File: src/sv/slx_pkg.sv
// shared types, codes and keyword tables for the sql token lexer
package slx_pkg;

   localparam int QUEUE_DEPTH_DEFAULT = 4;
   localparam int MAX_RESULTS = 3;

   // result kinds
   localparam logic [1:0] KIND_TEXT = 2'd0;
   localparam logic [1:0] KIND_END  = 2'd1;
   localparam logic [1:0] KIND_ERR  = 2'd2;
   localparam logic [1:0] KIND_EOS  = 2'd3;

   // token types
   localparam logic [3:0] TYPE_IDENT  = 4'd0;
   localparam logic [3:0] TYPE_NUMBER = 4'd1;
   localparam logic [3:0] TYPE_STRING = 4'd2;
   localparam logic [3:0] TYPE_COMMA  = 4'd3;
   localparam logic [3:0] TYPE_LPAREN = 4'd4;
   localparam logic [3:0] TYPE_RPAREN = 4'd5;
   localparam logic [3:0] TYPE_SEMI   = 4'd6;
   localparam logic [3:0] TYPE_STAR   = 4'd7;
   localparam logic [3:0] TYPE_EQUAL  = 4'd8;
   localparam logic [3:0] TYPE_KW0    = 4'd9;
   localparam logic [3:0] TYPE_EOF    = 4'd15;

   // error codes
   localparam logic [1:0] ERR_NONE    = 2'd0;
   localparam logic [1:0] ERR_CHAR    = 2'd1;
   localparam logic [1:0] ERR_NUMBER  = 2'd2;
   localparam logic [1:0] ERR_UNTERM  = 2'd3;

   localparam int NUM_KEYWORDS = 6;

   typedef struct packed {
      logic [1:0] kind;
      logic [3:0] tok_type;
      logic [7:0] ch;
      logic [1:0] err;
   } slx_result_type;

   // all results caused by one input byte, in order
   typedef struct packed {
      logic [1:0]                            num;
      slx_result_type [MAX_RESULTS-1:0]      res;
   } slx_bundle_type;

   // keyword text, left aligned, zero padded
   function automatic logic [47:0] kw_word(input logic [2:0] k);
      logic [47:0] w;
      unique case (k)
         3'd0:    w = "INSERT";
         3'd1:    w = {"INTO", 16'h0000};
         3'd2:    w = "VALUES";
         3'd3:    w = "SELECT";
         3'd4:    w = {"FROM", 16'h0000};
         3'd5:    w = {"WHERE", 8'h00};
         default: w = '0;
      endcase
      return w;
   endfunction

   function automatic logic [7:0] kw_char(input logic [2:0] k, input logic [2:0] pos);
      logic [47:0] tmp;
      tmp = kw_word(k) << {pos, 3'b000};
      return tmp[47:40];
   endfunction

   function automatic logic [2:0] kw_len(input logic [2:0] k);
      logic [2:0] l;
      unique case (k)
         3'd1, 3'd4: l = 3'd4;
         3'd5:       l = 3'd5;
         default:    l = 3'd6;
      endcase
      return l;
   endfunction

endpackage

File: src/sv/slx_front.sv
// lexer front end: takes one byte a beat and builds its result bundle
module slx_front (
   input  logic                   clock,
   input  logic                   reset,
   input  logic                   req_valid,
   output logic                   req_ready,
   input  logic [7:0]             req_in_char,
   output logic                   push,
   output slx_pkg::slx_bundle_type push_bundle,
   input  logic                   push_ready
);
   import slx_pkg::*;

   localparam logic [2:0] M_IDLE   = 3'd0;
   localparam logic [2:0] M_IDENT  = 3'd1;
   localparam logic [2:0] M_NUMBER = 3'd2;
   localparam logic [2:0] M_MINUS  = 3'd3;
   localparam logic [2:0] M_DOT    = 3'd4;
   localparam logic [2:0] M_STRING = 3'd5;
   localparam logic [2:0] M_QUOTE  = 3'd6;
   localparam logic [2:0] M_DROP   = 3'd7;

   logic [2:0] mode_ff, mode_in;
   logic [5:0] flags_ff, flags_in;
   logic [2:0] len_ff, len_in;
   logic       dot_ff, dot_in;
   logic       accept;

   slx_result_type [MAX_RESULTS-1:0] res_v;
   logic [1:0]                       num_v;

   function automatic slx_result_type mk(input logic [1:0] kind, input logic [3:0] t,
                                         input logic [7:0] ch, input logic [1:0] err);
      slx_result_type r;
      r.kind     = kind;
      r.tok_type = t;
      r.ch       = ch;
      r.err      = err;
      return r;
   endfunction

   function automatic logic [5:0] kw_update(input logic [5:0] flags, input logic [2:0] len,
                                            input logic [7:0] up);
      logic [5:0] f;
      f = flags;
      for (int k = 0; k < NUM_KEYWORDS; k++) begin
         if (f[k] && (len >= kw_len(3'(k)) || kw_char(3'(k), len) != up)) begin
            f[k] = 1'b0;
         end
      end
      return f;
   endfunction

   function automatic logic [3:0] ident_type(input logic [5:0] flags, input logic [2:0] len);
      logic [3:0] t;
      t = TYPE_IDENT;
      for (int k = NUM_KEYWORDS - 1; k >= 0; k--) begin
         if (flags[k] && len == kw_len(3'(k))) begin
            t = TYPE_KW0 + 4'(k);
         end
      end
      return t;
   endfunction

   assign req_ready = push_ready;
   assign accept    = req_valid && req_ready;

   always_comb begin
      logic [7:0] c;
      logic [7:0] up;
      logic       fresh;
      logic       is_digit, is_alpha, is_space, is_ident;
      logic [3:0] sym;

      c        = req_in_char;
      up       = (c >= "a" && c <= "z") ? c - 8'd32 : c;
      is_digit = (c >= "0" && c <= "9");
      is_alpha = (c >= "A" && c <= "Z") || (c >= "a" && c <= "z");
      is_space = (c == " ") || (c >= 8'd9 && c <= 8'd13);
      is_ident = is_alpha || is_digit || c == "_";
      unique case (c)
         ",":     sym = TYPE_COMMA;
         "(":     sym = TYPE_LPAREN;
         ")":     sym = TYPE_RPAREN;
         ";":     sym = TYPE_SEMI;
         "*":     sym = TYPE_STAR;
         "=":     sym = TYPE_EQUAL;
         default: sym = TYPE_IDENT;
      endcase

      mode_in  = mode_ff;
      flags_in = flags_ff;
      len_in   = len_ff;
      dot_in   = dot_ff;
      res_v    = '0;
      num_v    = 2'd0;
      fresh    = 1'b0;

      unique case (mode_ff)
         M_IDENT: begin
            if (is_ident) begin
               flags_in = kw_update(flags_ff, len_ff, up);
               if (len_ff != 3'd7) len_in = len_ff + 3'd1;
               res_v[num_v] = mk(KIND_TEXT, TYPE_IDENT, c, ERR_NONE);
               num_v = num_v + 2'd1;
            end else begin
               res_v[num_v] = mk(KIND_END, ident_type(flags_ff, len_ff), 8'd0, ERR_NONE);
               num_v = num_v + 2'd1;
               fresh = 1'b1;
            end
         end
         M_NUMBER: begin
            if (is_digit) begin
               res_v[num_v] = mk(KIND_TEXT, TYPE_IDENT, c, ERR_NONE);
               num_v = num_v + 2'd1;
            end else if (c == "." && !dot_ff) begin
               mode_in = M_DOT;
            end else begin
               res_v[num_v] = mk(KIND_END, TYPE_NUMBER, 8'd0, ERR_NONE);
               num_v = num_v + 2'd1;
               fresh = 1'b1;
            end
         end
         M_DOT, M_MINUS: begin
            if (is_digit) begin
               res_v[0] = mk(KIND_TEXT, TYPE_IDENT, (mode_ff == M_DOT) ? 8'(".") : 8'("-"),
                             ERR_NONE);
               res_v[1] = mk(KIND_TEXT, TYPE_IDENT, c, ERR_NONE);
               num_v    = 2'd2;
               dot_in   = (mode_ff == M_DOT);
               mode_in  = M_NUMBER;
            end else begin
               res_v[0] = mk(KIND_ERR, TYPE_IDENT, 8'd0,
                             (mode_ff == M_DOT) ? ERR_NUMBER : ERR_CHAR);
               num_v    = 2'd1;
               mode_in  = (c == 8'd0) ? M_IDLE : M_DROP;
            end
         end
         M_STRING: begin
            if (c == 8'd0) begin
               res_v[0] = mk(KIND_ERR, TYPE_IDENT, 8'd0, ERR_UNTERM);
               num_v    = 2'd1;
               mode_in  = M_IDLE;
            end else if (c == "'") begin
               mode_in = M_QUOTE;
            end else begin
               res_v[0] = mk(KIND_TEXT, TYPE_IDENT, c, ERR_NONE);
               num_v    = 2'd1;
            end
         end
         M_QUOTE: begin
            if (c == "'") begin
               res_v[0] = mk(KIND_TEXT, TYPE_IDENT, c, ERR_NONE);
               num_v    = 2'd1;
               mode_in  = M_STRING;
            end else begin
               res_v[0] = mk(KIND_END, TYPE_STRING, 8'd0, ERR_NONE);
               num_v    = 2'd1;
               fresh    = 1'b1;
            end
         end
         M_DROP: begin
            if (c == 8'd0) mode_in = M_IDLE;
         end
         default: begin
            fresh = 1'b1;
         end
      endcase

      // byte handled as the start of a new token
      if (fresh) begin
         mode_in = M_IDLE;
         if (c == 8'd0) begin
            res_v[num_v] = mk(KIND_EOS, TYPE_EOF, 8'd0, ERR_NONE);
            num_v = num_v + 2'd1;
         end else if (is_space) begin
            mode_in = M_IDLE;
         end else if (is_alpha || c == "_") begin
            mode_in  = M_IDENT;
            flags_in = kw_update(6'h3f, 3'd0, up);
            len_in   = 3'd1;
            res_v[num_v] = mk(KIND_TEXT, TYPE_IDENT, c, ERR_NONE);
            num_v = num_v + 2'd1;
         end else if (is_digit) begin
            mode_in = M_NUMBER;
            dot_in  = 1'b0;
            res_v[num_v] = mk(KIND_TEXT, TYPE_IDENT, c, ERR_NONE);
            num_v = num_v + 2'd1;
         end else if (c == "-") begin
            mode_in = M_MINUS;
         end else if (c == "'") begin
            mode_in = M_STRING;
         end else if (sym != TYPE_IDENT) begin
            res_v[num_v] = mk(KIND_TEXT, TYPE_IDENT, c, ERR_NONE);
            num_v = num_v + 2'd1;
            res_v[num_v] = mk(KIND_END, sym, 8'd0, ERR_NONE);
            num_v = num_v + 2'd1;
         end else begin
            res_v[num_v] = mk(KIND_ERR, TYPE_IDENT, 8'd0, ERR_CHAR);
            num_v = num_v + 2'd1;
            mode_in = M_DROP;
         end
      end
   end

   assign push            = accept && (num_v != 2'd0);
   assign push_bundle.num = num_v;
   assign push_bundle.res = res_v;

   always_ff @(posedge clock) begin
      if (reset) begin
         mode_ff  <= M_IDLE;
         flags_ff <= 6'h3f;
         len_ff   <= 3'd0;
         dot_ff   <= 1'b0;
      end else if (accept) begin
         mode_ff  <= mode_in;
         flags_ff <= flags_in;
         len_ff   <= len_in;
         dot_ff   <= dot_in;
      end
   end

endmodule

File: src/sv/slx_queue.sv
// short bundle queue between lexer front and result back end
module slx_queue #(
   parameter int DEPTH = slx_pkg::QUEUE_DEPTH_DEFAULT
) (
   input  logic                    clock,
   input  logic                    reset,
   input  logic                    push,
   input  slx_pkg::slx_bundle_type push_bundle,
   output logic                    push_ready,
   input  logic                    pop,
   output logic                    pop_valid,
   output slx_pkg::slx_bundle_type pop_bundle
);
   import slx_pkg::*;

   localparam int PW = (DEPTH > 1) ? $clog2(DEPTH) : 1;
   localparam int CW = $clog2(DEPTH + 1);

   slx_bundle_type mem_ff [DEPTH];
   logic [PW-1:0]  wr_ptr_ff, rd_ptr_ff;
   logic [CW-1:0]  count_ff, count_in;
   logic           do_push, do_pop;

   assign push_ready = (count_ff != CW'(DEPTH));
   assign pop_valid  = (count_ff != '0);
   assign pop_bundle = mem_ff[rd_ptr_ff];
   assign do_push    = push && push_ready;
   assign do_pop     = pop && pop_valid;

   always_comb begin
      count_in = count_ff;
      if (do_push && !do_pop) count_in = count_ff + CW'(1);
      else if (do_pop && !do_push) count_in = count_ff - CW'(1);
   end

   always_ff @(posedge clock) begin
      if (do_push) mem_ff[wr_ptr_ff] <= push_bundle;
   end

   always_ff @(posedge clock) begin
      if (reset) begin
         wr_ptr_ff <= '0;
         rd_ptr_ff <= '0;
         count_ff  <= '0;
      end else begin
         count_ff <= count_in;
         if (do_push) wr_ptr_ff <= (wr_ptr_ff == PW'(DEPTH - 1)) ? '0 : wr_ptr_ff + PW'(1);
         if (do_pop)  rd_ptr_ff <= (rd_ptr_ff == PW'(DEPTH - 1)) ? '0 : rd_ptr_ff + PW'(1);
      end
   end

endmodule

File: src/sv/slx_back.sv
// result back end: plays each bundle out one beat at a time
module slx_back (
   input  logic                    clock,
   input  logic                    reset,
   input  logic                    pop_valid,
   input  slx_pkg::slx_bundle_type pop_bundle,
   output logic                    pop,
   output logic                    rsp_valid,
   input  logic                    rsp_ready,
   output logic [1:0]              rsp_out_kind,
   output logic [3:0]              rsp_out_type,
   output logic [7:0]              rsp_out_char,
   output logic [1:0]              rsp_out_error,
   output logic                    rsp_out_last
);
   import slx_pkg::*;

   slx_bundle_type cur_ff;
   logic [1:0]     idx_ff;
   logic           busy_ff;
   slx_result_type sel;
   logic           last;

   assign sel       = cur_ff.res[idx_ff];
   assign last      = (idx_ff == cur_ff.num - 2'd1);
   assign rsp_valid = busy_ff;
   assign pop       = pop_valid && (!busy_ff || (rsp_ready && last));

   assign rsp_out_kind  = sel.kind;
   assign rsp_out_type  = sel.tok_type;
   assign rsp_out_char  = sel.ch;
   assign rsp_out_error = sel.err;
   assign rsp_out_last  = last;

   always_ff @(posedge clock) begin
      if (pop) cur_ff <= pop_bundle;
   end

   always_ff @(posedge clock) begin
      if (reset) begin
         busy_ff <= 1'b0;
         idx_ff  <= 2'd0;
      end else if (pop) begin
         busy_ff <= 1'b1;
         idx_ff  <= 2'd0;
      end else if (busy_ff && rsp_ready) begin
         if (last) busy_ff <= 1'b0;
         else idx_ff <= idx_ff + 2'd1;
      end
   end

endmodule

File: src/sv/sql_token_lexer.sv
// streaming sql tokenizer top level: front end, bundle queue, result back end
// path: req beat -> queue memory -> back end bundle register -> rsp
// throughput: one req byte per cycle unless the queue is full; one rsp beat
//   per cycle with rsp_ready; the queue absorbs a byte's burst of n results
// reset: synchronous, active high; lexer idles between tokens, queue empties
// the front end stalls only when the queue is full
module sql_token_lexer #(
   parameter int QUEUE_DEPTH = slx_pkg::QUEUE_DEPTH_DEFAULT
) (
   input  logic       clock,
   input  logic       reset,
   input  logic       req_valid,
   output logic       req_ready,
   input  logic [7:0] req_in_char,
   output logic       rsp_valid,
   input  logic       rsp_ready,
   output logic [1:0] rsp_out_kind,
   output logic [3:0] rsp_out_type,
   output logic [7:0] rsp_out_char,
   output logic [1:0] rsp_out_error,
   output logic       rsp_out_last
);
   import slx_pkg::*;

   // front to queue
   logic           push, push_ready;
   slx_bundle_type push_bundle;
   // queue to back
   logic           pop, pop_valid;
   slx_bundle_type pop_bundle;

   // lexer state machine; turns every accepted byte into zero to three results
   slx_front u_front (
      .clock       (clock),
      .reset       (reset),
      .req_valid   (req_valid),
      .req_ready   (req_ready),
      .req_in_char (req_in_char),
      .push        (push),
      .push_bundle (push_bundle),
      .push_ready  (push_ready)
   );

   // bytes with no results (whitespace, dropped bytes) never enter the queue
   slx_queue #(
      .DEPTH (QUEUE_DEPTH)
   ) u_queue (
      .clock       (clock),
      .reset       (reset),
      .push        (push),
      .push_bundle (push_bundle),
      .push_ready  (push_ready),
      .pop         (pop),
      .pop_valid   (pop_valid),
      .pop_bundle  (pop_bundle)
   );

   // serializer; the next bundle loads in the same cycle the last beat leaves
   slx_back u_back (
      .clock         (clock),
      .reset         (reset),
      .pop_valid     (pop_valid),
      .pop_bundle    (pop_bundle),
      .pop           (pop),
      .rsp_valid     (rsp_valid),
      .rsp_ready     (rsp_ready),
      .rsp_out_kind  (rsp_out_kind),
      .rsp_out_type  (rsp_out_type),
      .rsp_out_char  (rsp_out_char),
      .rsp_out_error (rsp_out_error),
      .rsp_out_last  (rsp_out_last)
   );

endmodule

File: config.mk
export PLATFORM = sky130hd
export DESIGN_NAME = sql_token_lexer
export DESIGN_NICKNAME = d
export VERILOG_FILES = /design/src/sv/slx_pkg.sv /design/src/sv/slx_front.sv /design/src/sv/slx_queue.sv /design/src/sv/slx_back.sv /design/src/sv/sql_token_lexer.sv
export SDC_FILE = /design/constraint.sdc
export NUM_CORES = 1
export LEC_CHECK = 0
export ABC_AREA = 1
export BUFFER_PORTS_ARGS = -buffer_cell sky130_fd_sc_hd__buf_2
export CAP_MARGIN = 20
export CORE_MARGIN = 10
export CORE_UTILIZATION = 27
export CTS_BUF_LIST = sky130_fd_sc_hd__clkbuf_16
export DETAILED_ROUTE_END_ITERATION = 10
export PLACE_DENSITY_LB_ADDON = 0.2
export SLEW_MARGIN = 20
export SYNTH_ARGS = -nofsm -noshare
export SYNTH_HDL_FRONTEND = slang
export SYNTH_SLANG_ARGS = --single-unit
File: constraint.sdc
create_clock -name clock -period 9.7 [get_ports clock]
set_clock_uncertainty 0.2 [all_clocks]
set_input_delay 1.94 -clock clock [delete_from_list [all_inputs] [get_ports clock]]
set_output_delay 1.94 -clock clock [all_outputs]
set_load 0.005 [all_outputs]
== After elaboration in Yosys (flattened, before gate mapping) ==
Memories as Yosys holds them, arrays and structs flattened. A register that Yosys moved wholly into a read port is not among the register bits.
Index checks and enable logic that the tools add are counted.

* Memories: 1
* Logic and storage cells: 333
* Memory bits (writable): 200
* Output and inout bits: 19
* Bits of input ports: 12
* Bits in registers: 23

* Eq/ne operators: 43
* Reductions and logical operators: 65
* Shift-type cells: 6
* Muxes and demuxes: 173
* $add $sub $neg: 10
* Bitwise logic cells: 7
* $lt $le $gt $ge: 19

{| class="wikitable"
|+ Memories
! name !! words !! bits a word !! rd ports !! clocked after Yosys merged registers in !! wr ports !! line !! text
|-
| u_queue.mem_ff || 4 || 50 || 1 || 1 || 1 || slx_queue.sv:19 || <nowiki>slx_bundle_type mem_ff [DEPTH];</nowiki>
|}

{| class="wikitable"
|+ Operator list
! cell !! number
|-
| 2-to-1 mux 48 bit || 44
|-
| left shift 48 x 6 -> 48 bit || 6
|-
| 2-to-1 mux 3 bit || 49
|-
| bitwise mux 48 bit || 2
|-
| 2-to-1 mux 16 bit || 6
|-
| inequality test 8 bit || 12
|-
| equality test 8 x 6 -> 1 bit (second input constant) || 10
|-
| case mux 16 bit (5 select lines) || 1
|-
| demux 16 bit (select 2 bit) || 2
|-
| 2-to-1 mux 15 bit || 3
|-
| bitwise AND 28 x 42 -> 42 bit || 1
|-
| NOT 42 bit || 1
|-
| 2-to-1 mux 6 bit || 6
|-
| binary-select mux 16 bit (select 2 bit) || 1
|-
| bitwise AND 20 x 30 -> 30 bit || 1
|-
| 2-to-1 mux 1 bit || 30
|-
| 2-to-1 mux 10 bit || 3
|-
| 2-to-1 mux 2 bit || 15
|-
| NOT 30 bit || 1
|-
| logical AND 1 bit || 28
|-
| 2-to-1 mux 4 bit || 6
|-
| case mux 4 bit (6 select lines) || 1
|-
| logical OR 1 bit || 18
|-
| OR 6 x 18 -> 18 bit || 1
|-
| other kinds (41) || 75
|}

== Longest topological paths before layout ==
* Word-level depth: 27
* Mapped depth: 27
* Gate-level depth less buffers: 26

== Modules after synthesis ==
From an unflattened synthesis, not the netlist that was laid out.

* Cell total of the unflattened synthesis: 1297
* Area, all modules: 13319.0 µm²

{| class="wikitable"
|+ Modules (own cells, without submodules)
! module !! area each (µm²) !! sequential area each (µm²) !! instances !! cells an instance
|-
| slx_queue || 8045.2 || 6185.9 || 1 || 552
|-
| slx_front || 3189.3 || 260.2 || 1 || 586
|-
| slx_back || 2084.5 || 1561.5 || 1 || 159
|}

== Least setup slack after synthesis ==
Ideal clock, no wire load.

* Kind: input to register
* Start point: input req_in_char[6]
* End point: memory u_queue.mem_ff[0][0] (netlist bit), enable pin
* Stages on the path: 20
* Data required time: 9046 ps
* Path slack: 2968 ps
* Path buffers: 1
* Arrival time: 6078 ps
* Setup time: 454 ps
* Path through: buf_4 > inv_2 > ha_1 > nor3b_1 > nand2_1 > nand2_2 > nand2_1 > nand2_1 > nand3_1 > nand2_1 > inv_1 > ha_1 > inv_1 > o21ai_1 > nand3b_1 > nand2_1 > nand2_1 > nand3_2 > nand2_1 > nor2_1

* Cells in the longest elaborated chain, start to end: 20
* Elaborated cells between the ends (all ways): 58
* Classes of those cells: add/sub (2); order compare (8); eq/ne (11); mux (22); reduce/logical (15)

{| class="wikitable"
|+ RTL lines
! item !! line !! text
|-
| from (decl) || sql_token_lexer.sv:14 || <nowiki>input logic [7:0] req_in_char,</nowiki>
|-
| parallel branches: the longest is 14 deep, another holds greater-or-equal comparator 8 x 6 -> 1 bit || - ||
|-
| 2-to-1 mux 2 bit * || slx_front.sv:171 || <nowiki>if (fresh) begin</nowiki>
|-
| nonzero test 2 bit * || slx_front.sv:206 || <nowiki>assign push = accept && (num_v != 2'd0);</nowiki>
|-
| logical AND 1 bit * || slx_front.sv:206 ||
|-
| logical AND 1 bit * || slx_queue.sv:27 || <nowiki>assign do_push = push && push_ready;</nowiki>
|-
| 2-to-1 mux 1 bit * || slx_queue.sv:37 || <nowiki>if (do_push) mem_ff[wr_ptr_ff] <= push_bundle;</nowiki>
|-
| 2-to-1 mux 1 bit (not written as such) * || slx_queue.sv:37 ||
|-
| to (decl) || slx_queue.sv:19 ||
|}

Mark *: on every way between the ends.

== Final worst setup path ==
* Start point: input req_in_char[3]
* End point: memory u_queue.mem_ff[2][44] (netlist bit), enable pin

The elaborated chain is that of the path after synthesis.

==> reports/qor.csv <==
metric;value;unit
status;complete, no violations;
Yosys warning total;0;
Max IR drop VDD;0.131;mV
Post-synth ARST share;0;%
CP peak stage delay;640;ps
Die Y;235;um
core area;45500;um2
final setup vio count;0;
post-synth top area share;57.9;%
Final Cycle Share;61.8;%
nets;1260;
flops & latches, synth;263;
Worst Tran Pin Value;792;ps
diode count;0;
CTS resizes;0;
global route overflow;0;
Power Density;298;nW/um2
max cap viols;0;
I/O pin cnt;31;
CTS Hold Buffers Added;0;
Synth-to-Final Area Change;13.4;%
row cnt;78;
synth top area cells;edfxtp_1, nor2_1, o21ai_0;
Die Footprint;55100;um2
Setup Buffers After CTS;0;
Die X;235;um
worst path arrival time;5960;ps
vias per cell;4.83;
switching power;1540;uW
Post-synth EDFFs;240;
Clock Sinks;263;
leading area contributor after synthesis;edfxtp_1;
post-synth cell types;60;
CTS H-Tree Depth;1;
clk slew on worst S/H paths;60;ps
Antenna Nets Post-Route;0;
sequential power share;42.5;%
Sum Neg Setup Slack;0;ps
Final Max Tran Viols;0;
Critical Path RT;9660;ps
Sw Ratio;36.6;%
Critical Path Sink Type;flip-flop;
most used cell, CP;nand2_1;
cells along the critical path;buf_2 -> inv_2 -> nor2_2 -> inv_2 -> nor2_1 -> nand2_1 -> nand2_1 -> nand3_1 -> nand2_1 -> inv_1 -> ha_1 -> inv_1 -> o21ai_1 -> nand3b_1 -> nand2_1 -> nand2_1 -> nand3_2 -> nand2_1 -> nor2_4 -> buf_4;
Pint;2670;uW
most frequent cells in the layout;edfxtp_1, nor2_1, nand2_1, o21ai_0, inv_1;
CTS max path bufs;3;
Leak;0.00524;uW
CP startpoint kind;input pin;
later-pin clock latency in the skew report;530;ps
hold crit path type;flip-flop to flip-flop;
Main synth FF type;edfxtp_1;
DR WL/cell;19.2;um
DP HPWL;23.4;mm
first-pass GRT wire length;54.5;mm
total track usage;12.3;%
fin cells;1847;
Mean Syn Cell Area;10.4;um2
RePlAce Congestion;0.894;
layout cells sized above 1;11.6;%
Power Total;4210;uW
final wirelength;35.4;mm
CTS tree;done;
Initial Util;27.4;%
Synth Instances;1202;
TritonRoute pass-1 iters;6;
crit path max fanout;30;
DRC viols;0;
Bufs and invs on worst path;6;
Gate power share;33.7;%
CTS buffer count;29;
RSZ-0062 raised after global routing;no;
highest-delay cell along the critical path;nor2_4;
sequential-to-total area share from yosys stat;61.6;%
mapped cell area;12400;um2
Inst Count DP;1796;
clock group share of total power;23.8;%
critical path class;input pin to flip-flop;
Starting DRT DRC Count;746;
slew margin rel.;46.8;%
largest net degree at the start of global routing;72;
vias in the first global route;8764;
DR vias;8915;
I/O Buffers;30;
Root Buffer Master;clkbuf_16;
commonest non-fill, non-tap cell in the layout;edfxtp_1;
Fin. Hold Viols;0;
antenna violations before repair;0;
final worst path period need;6000;ps
critical path's top delay family;simple AND/OR/NAND/NOR gates;
Peak Freq;0.167;GHz
-- worst reg2reg max path: cells and delay by family, from the launching register on --
kind	cells	cell delay (ps)
and+or+nand+nor	10	2110
DFF	1	400
AOI/OAI and AO/OA	3	290
adders and majority gates	1	280
buffers and inverters	4	760
-- per-layer routing --
layer | GRT usage [%] | vias up | wire, um
li1 | - | 4295 | -
met1 | 18.3 | 4358 | 17900
met2 | 18.6 | 222 | 15400
met3 | 1.45 | 40 | 1520
met4 | 2.85 | 0 | 582
met5 | 0 | - | 0
-- layout make-up --
type,count,area (um2)
Fill cell,4815,31400
Inverter,101,384
Clock buffer,29,726
Clock inverter,22,140
Timing Repair Buffer,42,240
Multi-Input combinational cell,790,4200
Tap cell,600,751
Sequential cell,263,7670
-- cell usage after synthesis, drive strengths merged, types with 2 or more instances --
master / count
edfxtp: 240
nor2: 215
nand2: 152
o21ai: 152
inv: 99
nand3: 63
o22ai: 49
clkbuf: 44
a21oi: 25
dfxtp: 23
ha: 20
o31ai: 20
nand4: 17
nor3: 16
buf: 11
xor2: 9
nor4: 6
a211oi: 5
a31oi: 5
a21boi: 3
nor3b: 3
o211ai: 3
a22o: 2
a22oi: 2
clkinv: 2
o41ai: 2
or2: 2
xnor2: 2
-- cells by family after synthesis --
| group | count (synthesis) | share of synthesized area [%] |
|---|---|---|
| compound gates | 274 | 13.0 |
| xor+xnor | 11 | 0.774 |
| fa+ha+maj | 21 | 2.17 |
| buf+inv | 156 | 5.12 |
| flops | 263 | 61.6 |
| other cells | 1 | 0.0301 |
| simple gates | 476 | 17.3 |
-- power by group through the flow --
stage / combinational, uW / clock [uW] / sequential [uW]
detailed placement: 1450 / 0 / 1810
global route: 1600 / 1080 / 1820
floorplan: 926 / 0 / 1810
CTS: 1450 / 1030 / 1790
global placement: 1450 / 0 / 1810
finish: 1420 / 1000 / 1790
-- stage by stage --
stage | instance area (um2) | hold slack, ps | util, % | worst slack, ps
floorplan | 12500 | 242 | - | 2970
global placement | 13200 | 253 | 29.1 | 3280
detailed placement | 13200 | 266 | 29.1 | 3160
CTS | 14100 | 282 | 31.0 | 3700
global route | 14100 | 307 | 31.0 | 3340
finish | 14100 | 278 | 31.0 | 3700
-- flip-flops by register name, indices dropped and copies added (netlist names) --
register / flops
u_queue.wr_ptr_ff: 2
u_queue.rd_ptr_ff: 2
u_back.cur_ff: 48
u_front.len_ff: 3
u_front.flags_ff: 6
u_back.idx_ff: 2
u_front.mode_ff: 3
u_back.rsp_valid: 1
u_queue.mem_ff: 192
u_front.dot_ff: 1
u_queue.count_ff: 3
-- path summary, 6_finish.rpt --
kind | depth (start not counted) | from | to | slack, ps
worst max-delay path | 20 | req_in_char[3] | u_queue.mem_ff[2][44]$_DFFE_PP_ | 3700
worst min register to register | 2 | u_front.flags_ff[5]$_SDFFE_PP1P_ | u_front.flags_ff[5]$_SDFFE_PP1P_ | 280
worst max register to register | 18 | u_front.mode_ff[0]$_SDFFE_PP0P_ | u_queue.mem_ff[2][44]$_DFFE_PP_ | 5290
worst min-delay path | 2 | u_front.flags_ff[5]$_SDFFE_PP1P_ | u_front.flags_ff[5]$_SDFFE_PP1P_ | 280
Power figures use the tool's default switching activity.
